## config.mk

```make
export PLATFORM = sky130hd
export DESIGN_NAME = gea1_s_register_init
export DESIGN_NICKNAME = d
export VERILOG_FILES = /design/src/rtl/core/gea1_pkg.sv /design/src/rtl/core/gea1_s_register_init.sv /design/src/rtl/core/gea1_dp.sv /design/src/rtl/core/gea1_ctrl.sv
export SDC_FILE = /design/constraint.sdc
export NUM_CORES = 1
export LEC_CHECK = 0
export BUFFER_PORTS_ARGS = -buffer_cell sky130_fd_sc_hd__buf_2
export CAP_MARGIN = 20
export CORE_MARGIN = 2
export CORE_UTILIZATION = 55
export CTS_BUF_LIST = sky130_fd_sc_hd__clkbuf_2 sky130_fd_sc_hd__clkbuf_4 sky130_fd_sc_hd__clkbuf_8
export DETAILED_ROUTE_END_ITERATION = 8
export PLACE_DENSITY = 0.79
export SYNTH_ARGS = -nofsm -noshare
export SYNTH_HDL_FRONTEND = slang
export SYNTH_SLANG_ARGS = --single-unit
```

## constraint.sdc

```tcl
create_clock -name clk -period 4.2 [get_ports clk]
set_clock_uncertainty 0.05 [all_clocks]
set_input_delay 0.84 -clock clk [delete_from_list [all_inputs] [get_ports clk]]
set_output_delay 0.84 -clock clk [all_outputs]
set_load 0.02 [all_outputs]
```

## src/rtl/core/gea1_pkg.sv

```systemverilog
// Shared constants, command type and filter function for the GEA-1 S register setup.
package gea1_pkg;

	localparam int unsigned SREG_W    = 64;
	localparam int unsigned KEY_W     = 64;
	localparam int unsigned IV_W      = 32;
	localparam int unsigned LOAD_W    = KEY_W + 1 + IV_W;
	localparam int unsigned BLANK_N   = 128;
	localparam int unsigned CLOCKS    = LOAD_W + BLANK_N;
	localparam int unsigned CNT_W     = $clog2(CLOCKS);
	localparam int unsigned S_TDATA_W = ((LOAD_W + 7) / 8) * 8;
	localparam int unsigned M_TDATA_W = ((SREG_W + 7) / 8) * 8;

	localparam int unsigned DIR_POS   = KEY_W;
	localparam int unsigned IV_LSB    = KEY_W + 1;

	localparam logic [CNT_W-1:0] LAST_CNT = CNT_W'(CLOCKS - 1);

	typedef struct packed {
		logic load;
		logic step;
		logic publish;
	} dp_cmd_t;

	localparam logic NL_TABLE [0:127] = '{
		1'b0,1'b0,1'b1,1'b1,1'b1,1'b0,1'b0,1'b1,1'b1,1'b0,1'b1,1'b1,1'b1,1'b0,1'b1,1'b1,
		1'b0,1'b0,1'b1,1'b0,1'b1,1'b1,1'b0,1'b1,1'b1,1'b0,1'b1,1'b0,1'b1,1'b1,1'b1,1'b1,
		1'b1,1'b0,1'b1,1'b0,1'b1,1'b1,1'b0,1'b0,1'b0,1'b1,1'b1,1'b1,1'b1,1'b0,1'b1,1'b1,
		1'b0,1'b1,1'b0,1'b0,1'b0,1'b1,1'b1,1'b1,1'b1,1'b0,1'b0,1'b1,1'b0,1'b0,1'b0,1'b0,
		1'b0,1'b0,1'b0,1'b1,1'b0,1'b0,1'b1,1'b0,1'b1,1'b0,1'b0,1'b1,1'b0,1'b1,1'b0,1'b1,
		1'b0,1'b0,1'b1,1'b1,1'b0,1'b1,1'b0,1'b1,1'b1,1'b0,1'b0,1'b0,1'b0,1'b0,1'b0,1'b1,
		1'b0,1'b1,1'b1,1'b0,1'b0,1'b0,1'b0,1'b0,1'b1,1'b1,1'b0,1'b1,1'b0,1'b1,1'b0,1'b0,
		1'b1,1'b0,1'b1,1'b1,1'b1,1'b0,1'b0,1'b0,1'b0,1'b0,1'b1,1'b1,1'b1,1'b1,1'b1,1'b1
	};

	function automatic logic nl_bit(input logic [SREG_W-1:0] r);
		logic [6:0] idx;
		idx = {r[63], r[55], r[42], r[38], r[22], r[12], r[3]};
		return NL_TABLE[idx];
	endfunction

endpackage

```

## src/rtl/core/gea1_s_register_init.sv

```systemverilog
// Top level: GEA-1 S register setup from key, direction and IV.
//
//   channel | dir | beat contents
//   s_*     | in  | tdata: key[63:0], direction[64], init_vector[96:65], zero pad
//   m_*     | out | tdata: seed_value[63:0]
//
// Each beat is loaded, the S register is clocked on the single feedback unit
// through the whole injection and blank run, and then S moves into the output register.
// A new beat is taken once the previous S has moved to the output register.
// A stalled output holds S there; a finished S waits in the core until free.
// arst_n clears the controller and result valid; no clearing pass is needed.
module gea1_s_register_init
	import gea1_pkg::*;
(
	input  logic                 clk,
	input  logic                 arst_n,
	input  logic                 s_tvalid,
	output logic                 s_tready,
	input  logic [S_TDATA_W-1:0] s_tdata,  // key, direction, init_vector, pad
	output logic                 m_tvalid,
	input  logic                 m_tready,
	output logic [M_TDATA_W-1:0] m_tdata   // seed_value
);

	dp_cmd_t           dp_cmd;
	logic [SREG_W-1:0] seed;

	gea1_ctrl u_ctrl (
		.clk       (clk),
		.arst_n    (arst_n),
		.in_valid  (s_tvalid),
		.in_ready  (s_tready),
		.out_valid (m_tvalid),
		.out_ready (m_tready),
		.cmd       (dp_cmd)
	);

	gea1_dp u_dp (
		.clk       (clk),
		.cmd       (dp_cmd),
		.load_word (s_tdata[LOAD_W-1:0]),
		.result    (seed)
	);

	assign m_tdata = M_TDATA_W'(seed);

	a_accept_busy: assert property (@(posedge clk) disable iff (!arst_n)
		s_tvalid && s_tready |=> !s_tready)
		else $error("accepted beat did not start a run");

	a_no_overwrite: assert property (@(posedge clk) disable iff (!arst_n)
		dp_cmd.publish |-> (!m_tvalid || m_tready))
		else $error("result overwritten before taken");

	a_publish_valid: assert property (@(posedge clk) disable iff (!arst_n)
		dp_cmd.publish |=> m_tvalid)
		else $error("published result not presented");

	a_no_step_idle: assert property (@(posedge clk) disable iff (!arst_n)
		s_tready |-> !dp_cmd.step)
		else $error("register clocked while idle");

endmodule

```

## src/rtl/core/gea1_dp.sv

```systemverilog
// Datapath: injection shifter, nonlinear S register and result register.
module gea1_dp
	import gea1_pkg::*;
(
	input  logic                clk,
	input  dp_cmd_t             cmd,
	input  logic [LOAD_W-1:0]   load_word,
	output logic [SREG_W-1:0]   result
);

	logic [LOAD_W-1:0] inj_q;
	logic [SREG_W-1:0] sreg_q;
	logic [SREG_W-1:0] out_q;
	logic              fb_bit;
	logic [LOAD_W-1:0] inj_order;

	// IV bits go in first, then direction, then key
	assign inj_order = {load_word[KEY_W-1:0], load_word[DIR_POS], load_word[LOAD_W-1:IV_LSB]};

	assign fb_bit = sreg_q[0] ^ nl_bit(sreg_q) ^ inj_q[0];

	always_ff @(posedge clk) begin
		if (cmd.load) begin
			inj_q  <= inj_order;
			sreg_q <= '0;
		end else if (cmd.step) begin
			inj_q  <= {1'b0, inj_q[LOAD_W-1:1]};
			sreg_q <= {fb_bit, sreg_q[SREG_W-1:1]};
		end
		if (cmd.publish) begin
			out_q <= sreg_q;
		end
	end

	assign result = out_q;

endmodule

```

## src/rtl/core/gea1_ctrl.sv

```systemverilog
// Controller: sequencing state machine, clock counter and result valid flag.
module gea1_ctrl
	import gea1_pkg::*;
(
	input  logic    clk,
	input  logic    arst_n,
	input  logic    in_valid,
	output logic    in_ready,
	output logic    out_valid,
	input  logic    out_ready,
	output dp_cmd_t cmd
);

	typedef enum logic [2:0] {
		ST_IDLE = 3'b001,
		ST_RUN  = 3'b010,
		ST_DONE = 3'b100
	} state_t;

	state_t           state_q;
	logic [CNT_W-1:0] cnt_q;
	logic             out_valid_q;
	logic             out_free;

	assign out_free    = !out_valid_q || out_ready;
	assign in_ready    = (state_q == ST_IDLE);
	assign out_valid   = out_valid_q;
	assign cmd.load    = in_ready && in_valid;
	assign cmd.step    = (state_q == ST_RUN);
	assign cmd.publish = (state_q == ST_DONE) && out_free;

	always_ff @(posedge clk or negedge arst_n) begin
		if (!arst_n) begin
			state_q     <= ST_IDLE;
			cnt_q       <= '0;
			out_valid_q <= 1'b0;
		end else begin
			unique case (state_q)
				ST_IDLE: begin
					if (in_valid) begin
						cnt_q   <= '0;
						state_q <= ST_RUN;
					end
				end
				ST_RUN: begin
					cnt_q <= cnt_q + 1'b1;
					if (cnt_q == LAST_CNT) begin
						state_q <= ST_DONE;
					end
				end
				ST_DONE: begin
					if (out_free) begin
						state_q <= ST_IDLE;
					end
				end
				default: begin
					state_q <= ST_IDLE;
				end
			endcase
			if (cmd.publish) begin
				out_valid_q <= 1'b1;
			end else if (out_ready) begin
				out_valid_q <= 1'b0;
			end
		end
	end

endmodule
```

# Yosys cells after proc, flatten, opt, wreduce, memory -nomap -nowiden
# Memories as Yosys holds them, arrays and structs flattened.
# Index checks and enable logic that the tools add are counted.
# totals
romBits,128
output_inout_bits,66
n_memories,1
register_bits,237
# mem_list
name,depth,word_bits,rd,rd_clocked_by_memory_dff,wr,line,text
(no name shown),128,1,1,0,0,gea1_pkg.sv:39,return NL_TABLE[idx];
# classes
reduce_logical,9
n_bitwise,3
n_addsub,1
n_lt_le_gt_ge,1
muxes,12
n_eq_ne,7
# op_table
cell,n
$mux 97,2
$pmux 8 s2,1
$mux 3,3
$pmux 3 s3,1
$add 8x1->8 const B,1
$eq 8x8->1 const B,1
$ge 8x8->1 const B,1
$mux 8,1
$not 7->8,1
$reduce_bool 2->1,3
$mux 1,4
$ne 2x1->1 const B,2
$eq 3x1->1 const B,1
$eq 3x2->1 const B,1
$eq 3x3->1 const B,1
$reduce_and 3->1,1
$logic_and 1x1->1,2
$ne 2x2->1 const B,1
$reduce_and 2->1,1
$xor 1x1->1,2
$logic_not 1->1,1
$logic_or 1x1->1,1

# Logic depth before layout (Yosys ltp)
# Gate-level depths: netlist (run 1).
# depth
ltp_word,6
depth_mapped,9

# Hierarchy
# Synthesis (run 1) repeated with hierarchy kept, for this count alone.
# unflattened
hier_cells,600
hier_area_um2,9290.2
# modules_own_cells
module,cells_per_inst,instances,area_per_inst_um2
gea1_dp,538,1,8643.3
gea1_ctrl,62,1,646.9

# Worst setup path before layout (run 1)
# Ideal clock, no wire load.
# synth_timing
path_kind,input port to flip-flop
startpoint,input m_tready
endpoint,register u_dp.out_q[0] (netlist: u_dp.result[0]) (enable)
path_slack_ns,0.095
required_ns,3.664
t_arrival_ns,3.569
stages,2
path_buffers,0
setup_ns,0.486
cell_sequence,nor2b_1 -> nor2_1
# synth_lines
item,line,text
from (decl),gea1_s_register_init.sv:21,"input logic m_tready,"
to (signal assigned),gea1_dp.sv:31,out_q <= sreg_q;
to (decl),gea1_dp.sv:13,logic [SREG_W-1:0] out_q;

# Worst setup path in the final report (run 1)
# layout_timing
startpoint,register u_ctrl.state_q[0]
endpoint,register u_dp.inj_q[94] (enable)
# layout_between
elab_chain_cells,3
elab_cells_between_ends,4
# layout_lines
item,line,text
from (decl),gea1_ctrl.sv:20,state_t state_q;
from (signal assigned),gea1_ctrl.sv:34,state_q <= ST_IDLE;
from (signal assigned),gea1_ctrl.sv:42,state_q <= ST_RUN;
from (signal assigned),gea1_ctrl.sv:48,state_q <= ST_DONE;
$eq 3x1->1,gea1_ctrl.sv:26,assign in_ready = (state_q == ST_IDLE);
$logic_and 1x1->1,gea1_ctrl.sv:28,assign cmd.load = in_ready && in_valid;
$reduce_bool 2->1 (no line) (*),-,
to (signal assigned),gea1_dp.sv:24,inj_q <= inj_order;
to (signal assigned),gea1_dp.sv:27,"inj_q <= {1'b0, inj_q[LOAD_W-1:1]};"
to (decl),gea1_dp.sv:11,logic [LOAD_W-1:0] inj_q;
# Every way passes the cells marked *; elsewhere a longest branch is shown, timed or not.
# A chain may end at the register's enable or synchronous reset.

==> results_dict.tcl, run 1 <==
set metrics [dict create \
    max_clock_freq_ghz 0.340 \
    slowest_delay_ns 0.61 \
    synthDistinctLibCells 44 \
    cp.required_ns 4.34 \
    final_common_cell "nand2_1" \
    io_pins 174 \
    port_buffers 166 \
    setup_viol 0 \
    worst_path_max_delay_cell "nor3b_1" \
    synthArstFlopShare_pct 5.06 \
    dr.pass1.iters 5 \
    grt_first_pass_wirelength_um 27300 \
    status "complete, no violations" \
    start_kind "register" \
    hp-class "primary input to asynchronous set/reset pin" \
    syn-instance-count 866 \
    detail-route-antenna-nets 0 \
    die_h_um 134 \
    clk_latency_ns 0.51 \
    hold_viol_final 0 \
    overflow 0 \
    vias_per_cell 4.94 \
    yosysWarnings 0 \
    ir_worst_vdd_mv 0.478 \
    vias 6343 \
    whs_ns 0.153 \
    postCtsHoldBufs 0 \
    syn_nets 983 \
    p_switching_w 0.00203 \
    rows 47 \
    cts.sink_count 237 \
    dp_slack_ns 1.19 \
    drv_slew 0 \
    p_per_area_mw_per_mm2 634 \
    cts_resized 0 \
    clkTransAtPathRegs_ns 0.06 \
    start_util_pct 55.9 \
    power.internal_w 0.00496 \
    setup.worst_path.end_class "register" \
    ys_ff_latch 237 \
    switching_share_pct 29.0 \
    dr.first_iter.drc_count 473 \
    dp_hpwl_um 9950 \
    h-tree-depth 2 \
    postSynthAreaPerCell_sq_um 10.7 \
    clk_path_buf_depth 3 \
    seq_power_share_pct 49.2 \
    cts_tree "built" \
    final_cell_mix "nand2_1, buf_2, edfxtp_1" \
    grt_pass1_vias 5972 \
    path_class "register to register" \
    p_leak_nw 4.60 \
    layout_min_cycle_time_ns 2.94 \
    slew-limit-headroom_pct 32.1 \
    fin_setup_tns_ns 0 \
    remaining_drc_errors 0 \
    worstMarginPinSlew_ns 1.02 \
    crit_path_max_fanout 42 \
    setup_ws_ns 1.26 \
    period_share_pct 70.0 \
    rsz0062_at_grt "no" \
    synth_edf_count 161 \
    crit_arrival_ns 3.08 \
    grt_max_degree 102 \
    die_area_sq_mm 0.0178 \
    max-cap-violations 0 \
    post_drt_wl_per_cell_um 13.0 \
    antenna_found_initial 1 \
    cts_made_buffers 39 \
    combPwrFrac_pct 20.2 \
    fillers 1260 \
    synth_area_sq_mm 0.00924 \
    clkPwrFrac_pct 30.6 \
    routabilityCongestion 0.793 \
    detail_route.wirelength_um 16600 \
    post_cts.repair.setup_buffers 0 \
    drive_gt1_share_pct 24.1 \
    synth_ff_type "edfxtp_1" \
    core_sq_mm 0.0165 \
    die_x_um 134 \
    p_total_w 0.00699 \
    syn2layout_area_growth_pct 19.4 \
    final_core_util_pct 66.8 \
    root_buffer "clkbuf_8" \
    nets 1149 \
    synth-seq-area-share_pct 69.5 \
    grt_usage_pct 18.8 \
    timing.critical_path.cells "nor3b_1 -> and2_4 -> nor2_1 -> clkinv_2 -> buf_4" \
]
-- logic make-up after synthesis --
| group | count (synthesis) | synth area share [%] |
|---|---|---|
| simple gates | 466 | 19.6 |
| flops | 237 | 69.5 |
| compound gates | 91 | 5.61 |
| buf+inv | 56 | 3.07 |
| fa+ha+maj | 9 | 1.22 |
| mux | 4 | 0.745 |
| xor+xnor | 3 | 0.284 |
-- final timing paths --
| path | start | endpoint | slack (ns) | cells past startpoint |
|---|---|---|---|---|
| max in group asynchronous | arst_n | u_ctrl.state_q[0] | 3.67 | 1 |
| min in group clk | u_dp.sreg_q[51] | u_dp.result[51] | 0.40 | 0 |
| worst min-delay path | arst_n | u_ctrl.cnt_q[2] | 0.15 | 1 |
| worst max register to register | u_ctrl.state_q[0] | u_dp.inj_q[94] | 1.26 | 5 |
| worst max-delay path | u_ctrl.state_q[0] | u_dp.inj_q[94] | 1.26 | 5 |
| worst min register to register | u_dp.sreg_q[51] | u_dp.result[51] | 0.40 | 0 |
-- metal layers --
metal	GRT usage [%]	vias to the layer above	share of wire, %	wire [um]
met5	0	-	0	0
met4	6.50	0	1.6	261
met3	5.52	23	6.7	1110
met2	29.3	181	46	7620
met1	25.5	2925	46	7620
li1	-	3214	-	-
-- power groups by stage --
stage          clock network (W)  registers (W)  logic, W
2_1_floorplan                  0        0.00351   0.00103
3_3_place_gp                   0        0.00346   0.00141
3_5_place_dp                   0        0.00348   0.00143
4_1_cts                  0.00220        0.00344   0.00143
5_1_grt                  0.00230        0.00349   0.00164
6_report                 0.00214        0.00344   0.00141
-- sequential cells by signal, indices dropped and copies added (netlist names) --
register	flops
u_dp.inj_q	97
u_dp.result	64
u_dp.sreg_q	64
u_ctrl.cnt_q	8
u_ctrl.state_q	3
u_ctrl.out_valid	1
-- synth_stat cells, types with 2 or more instances --
cell type / n / share of area, %
a2111o_1: 2 / 0.24
a21oi_1: 64 / 3.5
a31oi_1: 3 / 0.20
and2_1: 2 / 0.14
and2_2: 2 / 0.16
and3_1: 3 / 0.20
buf_2: 16 / 0.87
buf_4: 5 / 0.41
buf_6: 2 / 0.24
clkbuf_1: 23 / 0.93
clkbuf_8: 2 / 0.30
dfrtp_1: 11 / 3.0
dfxtp_1: 64 / 14
edfxtp_1: 161 / 52
ha_1: 9 / 1.2
inv_1: 8 / 0.33
mux2i_1: 2 / 0.22
nand2_1: 430 / 17
nand2b_1: 3 / 0.20
nand3_1: 4 / 0.22
nand4_1: 2 / 0.14
nor2_1: 12 / 0.49
nor2b_1: 2 / 0.14
o211ai_1: 2 / 0.16
o21ai_0: 10 / 0.54
o31ai_1: 3 / 0.24
xor2_1: 2 / 0.19
-- layout make-up --
cell class,instances,area (sq um),share of cell area [%]
inverter,8,31.3,0.284
timing repair buffer,173,896,8.12
tap,220,275,2.50
multi-input combinational,573,2560,23.2
sequential,237,6420,58.2
clock buffer,60,726,6.58
clock inverter,11,126,1.15
antenna,1,2.50,0.0227
-- per-stage QoR --
stage | instances | area, sq um
after floorplan | 866 | 9240
after detailed placement | 1211 | 10200
final | 1283 | 11000
after global routing | 1282 | 11000
after global placement | 1211 | 10200
after CTS | 1282 | 11000
-- worst max-delay path: cells and delay by family (launching register included) --
kind | cells | cell delay [ns]
buffers and inverters | 2 | 0.90
DFF | 1 | 0.55
and+or+nand+nor | 3 | 1.12
Power figures use the tool's default switching activity.
==> inputs of run 2 (changes only) <==
ABC_AREA = 1   (was unset)
clock period = 2.9 ns   (was 4.2 ns; I/O delays follow)
==> results_dict.tcl, run 2 <==
set metrics [dict create \
    synthTopCellsByArea "edfxtp_1, nand2_1, dfxtp_1, a21oi_1, dfrtp_1" \
    power.internal_w 0.00767 \
    rsz0062_at_grt "no" \
    p_per_area_mw_per_mm2 1030 \
    combPwrFrac_pct 26.2 \
    place_inst 1239 \
    synth_area_sq_mm 0.00928 \
    crit_path_max_fanout 3 \
    fin_setup_tns_ns 0 \
    clkTransAtPathRegs_ns 0.06 \
    status "complete, no violations" \
    synth-seq-area-share_pct 69.1 \
    clk_path_buf_depth 3 \
    h-tree-depth 2 \
    die_h_um 134 \
    min_path_cells 3 \
    postSynthAreaPerCell_sq_um 10.4 \
    rows 47 \
    dp_hpwl_um 10500 \
    max_clock_freq_ghz 0.458 \
    layout_min_cycle_time_ns 2.18 \
    p_total_w 0.0114 \
    synth_edf_count 161 \
    ys_top_cells_by_count "nand2_1, edfxtp_1, a21oi_1, dfxtp_1, nand3_1" \
    setup_viol 0 \
    largest_reg_flops 97 \
    seq_power_share_pct 48.8 \
    detail_route.wirelength_um 17600 \
    max-cap-violations 0 \
    root_buffer "clkbuf_8" \
    dr.first_iter.drc_count 369 \
    slew-limit-headroom_pct 52.0 \
    cts.sink_count 237 \
    start_kind "register" \
    remaining_drc_errors 0 \
    grt_max_degree 147 \
    vias_per_cell 4.96 \
    syn-instance-count 891 \
    detail-route-antenna-nets 0 \
    path_class "register to primary output" \
    fillers 1268 \
    hp-class "primary input to register" \
    stdcell_count 1315 \
    cts_made_buffers 39 \
    io_pins 174 \
    die_x_um 134 \
    top_register "u_dp.inj_q" \
    clk_latency_ns 0.52 \
    final_cell_mix "nand2_1, buf_2, edfxtp_1" \
    dr.pass1.iters 5 \
    r2r_cells 7 \
    port_buffers 166 \
    die_area_sq_mm 0.0179 \
    switching_share_pct 33.0 \
    drive_gt1_share_pct 23.2 \
    synthArstFlopShare_pct 5.06 \
    period_share_pct 75.2 \
    final_common_cell "nand2_1" \
    nets 1179 \
    dpl_cell_area_sq_mm 0.0102 \
    synth_top_cell_area_share_pct 52.1 \
    crit_arrival_ns 1.55 \
    cts_tree "built" \
    yosysWarnings 0 \
    drv_slew 0 \
    routabilityCongestion 0.829 \
    setup.worst_path.end_class "primary output" \
    post_drt_wl_per_cell_um 13.4 \
    worstMarginPinSlew_ns 0.720 \
    syn_nets 1008 \
    core_sq_mm 0.0165 \
    grt_first_pass_wirelength_um 28800 \
    overflow 0 \
    synthDistinctLibCells 28 \
    clkPwrFrac_pct 25.0 \
    ys_ff_latch 237 \
    post-synth-top-count-cell "nand2_1" \
    ir_worst_vdd_mv 0.570 \
    syn2layout_area_growth_pct 19.2 \
    fin_area_sq_mm 0.0111 \
    hold_viol_final 0 \
    cp.required_ns 2.27 \
    start_util_pct 56.2 \
    whs_ns 0.284 \
    vias 6523 \
    p_leak_nw 4.74 \
    post_cts.repair.setup_buffers 0 \
    antenna_found_initial 4 \
    grt_pass1_vias 6042 \
    synth_top_area_cell "edfxtp_1" \
    p_switching_w 0.00377 \
    synth_ff_type "edfxtp_1" \
    grt_usage_pct 19.9 \
]
## run 2: changes by cell type after synthesis, moves of 4 or more
cell | previous run | this run
nand3_1 | 4 | 30
inv_1 | 8 | 26
buf_4 | 5 | 17
clkbuf_1 | 23 | 12
o21ai_0 | 10 | 21
buf_2 | 16 | 11
inv_2 | 0 | 5
buf_6 | 2 | 6
## run 2: worst max-delay path, stage by stage, from the launching register on
cell,delay [ns]
dfstp_2,0.56
inv_1,0.08
nor3_4,0.19
buf_2,0.21
## run 2: timing repair
action	4_1_cts	5_1_grt
endpoints found under the hold margin	11	0
hold buffers	1	0
gates resized for setup	0	0
## run 2: layer usage
metal | vias to the layer above | global-route usage, % | routed length, um
li1 | 3287 | - | -
met1 | 2980 | 28.2 | 7940
met2 | 225 | 30.1 | 7950
met3 | 27 | 5.74 | 1390
met4 | 4 | 6.15 | 280
met5 | - | 0 | 27
## run 2: metrics by stage
| stage | setup slack (ns) | utilization [%] |
|---|---|---|
| final | 0.718 | 66.9 |
| after global routing | 0.584 | 66.9 |
| after CTS | 0.649 | 66.8 |
| after detailed placement | 0.622 | 61.9 |
| after global placement | 0.633 | 61.9 |
| after floorplan | 0.123 | - |
## run 2: kinds of logic (layout without fill, tap and decap cells)
logic type / Yosys count / after routing / synth area share, %
and+or+nand+nor: 474 / 474 / 19.9
DFF: 237 / 237 / 69.1
AOI/OAI and AO/OA: 91 / 91 / 5.03
buffers and inverters: 77 / 279 / 4.43
adders and majority gates: 9 / 9 / 1.21
muxes: 2 / 2 / 0.216
xor gates and xnor gates: 1 / 1 / 0.0944
other: 0 / 2 / 0
## run 2: layout make-up
class                      instances  area, sq um  area share, %
sequential                       237         6420           58.0
multi-input combinational        577         2480           22.4
timing repair buffer             176          978           8.84
clock buffer                      60          726           6.56
tap                              220          275           2.49
inverter                          31          118           1.06
clock inverter                    12         63.8          0.577
antenna                            2         5.00         0.0452
## run 2: worst paths after layout
path                                   start                 to  slack, ns
max                        u_ctrl.state_q[0]           s_tready       0.72
max reg2reg                u_ctrl.state_q[0]     u_dp.inj_q[26]       0.72
max in group asynchronous             arst_n  u_ctrl.state_q[0]       2.11
min reg2reg                   u_dp.sreg_q[6]     u_dp.result[6]       0.40
min in group asynchronous             arst_n   u_ctrl.out_valid       0.42
min                              s_tdata[88]     u_dp.inj_q[23]       0.28
## run 2: power groups by stage
stage	logic, W	clock network (W)	registers [W]
5_1_grt	0.00346	0.00310	0.00569
6_report	0.00300	0.00286	0.00559
4_1_cts	0.00302	0.00292	0.00558
3_3_place_gp	0.00288	0	0.00559
3_5_place_dp	0.00299	0	0.00563
2_1_floorplan	0.00220	0	0.00563
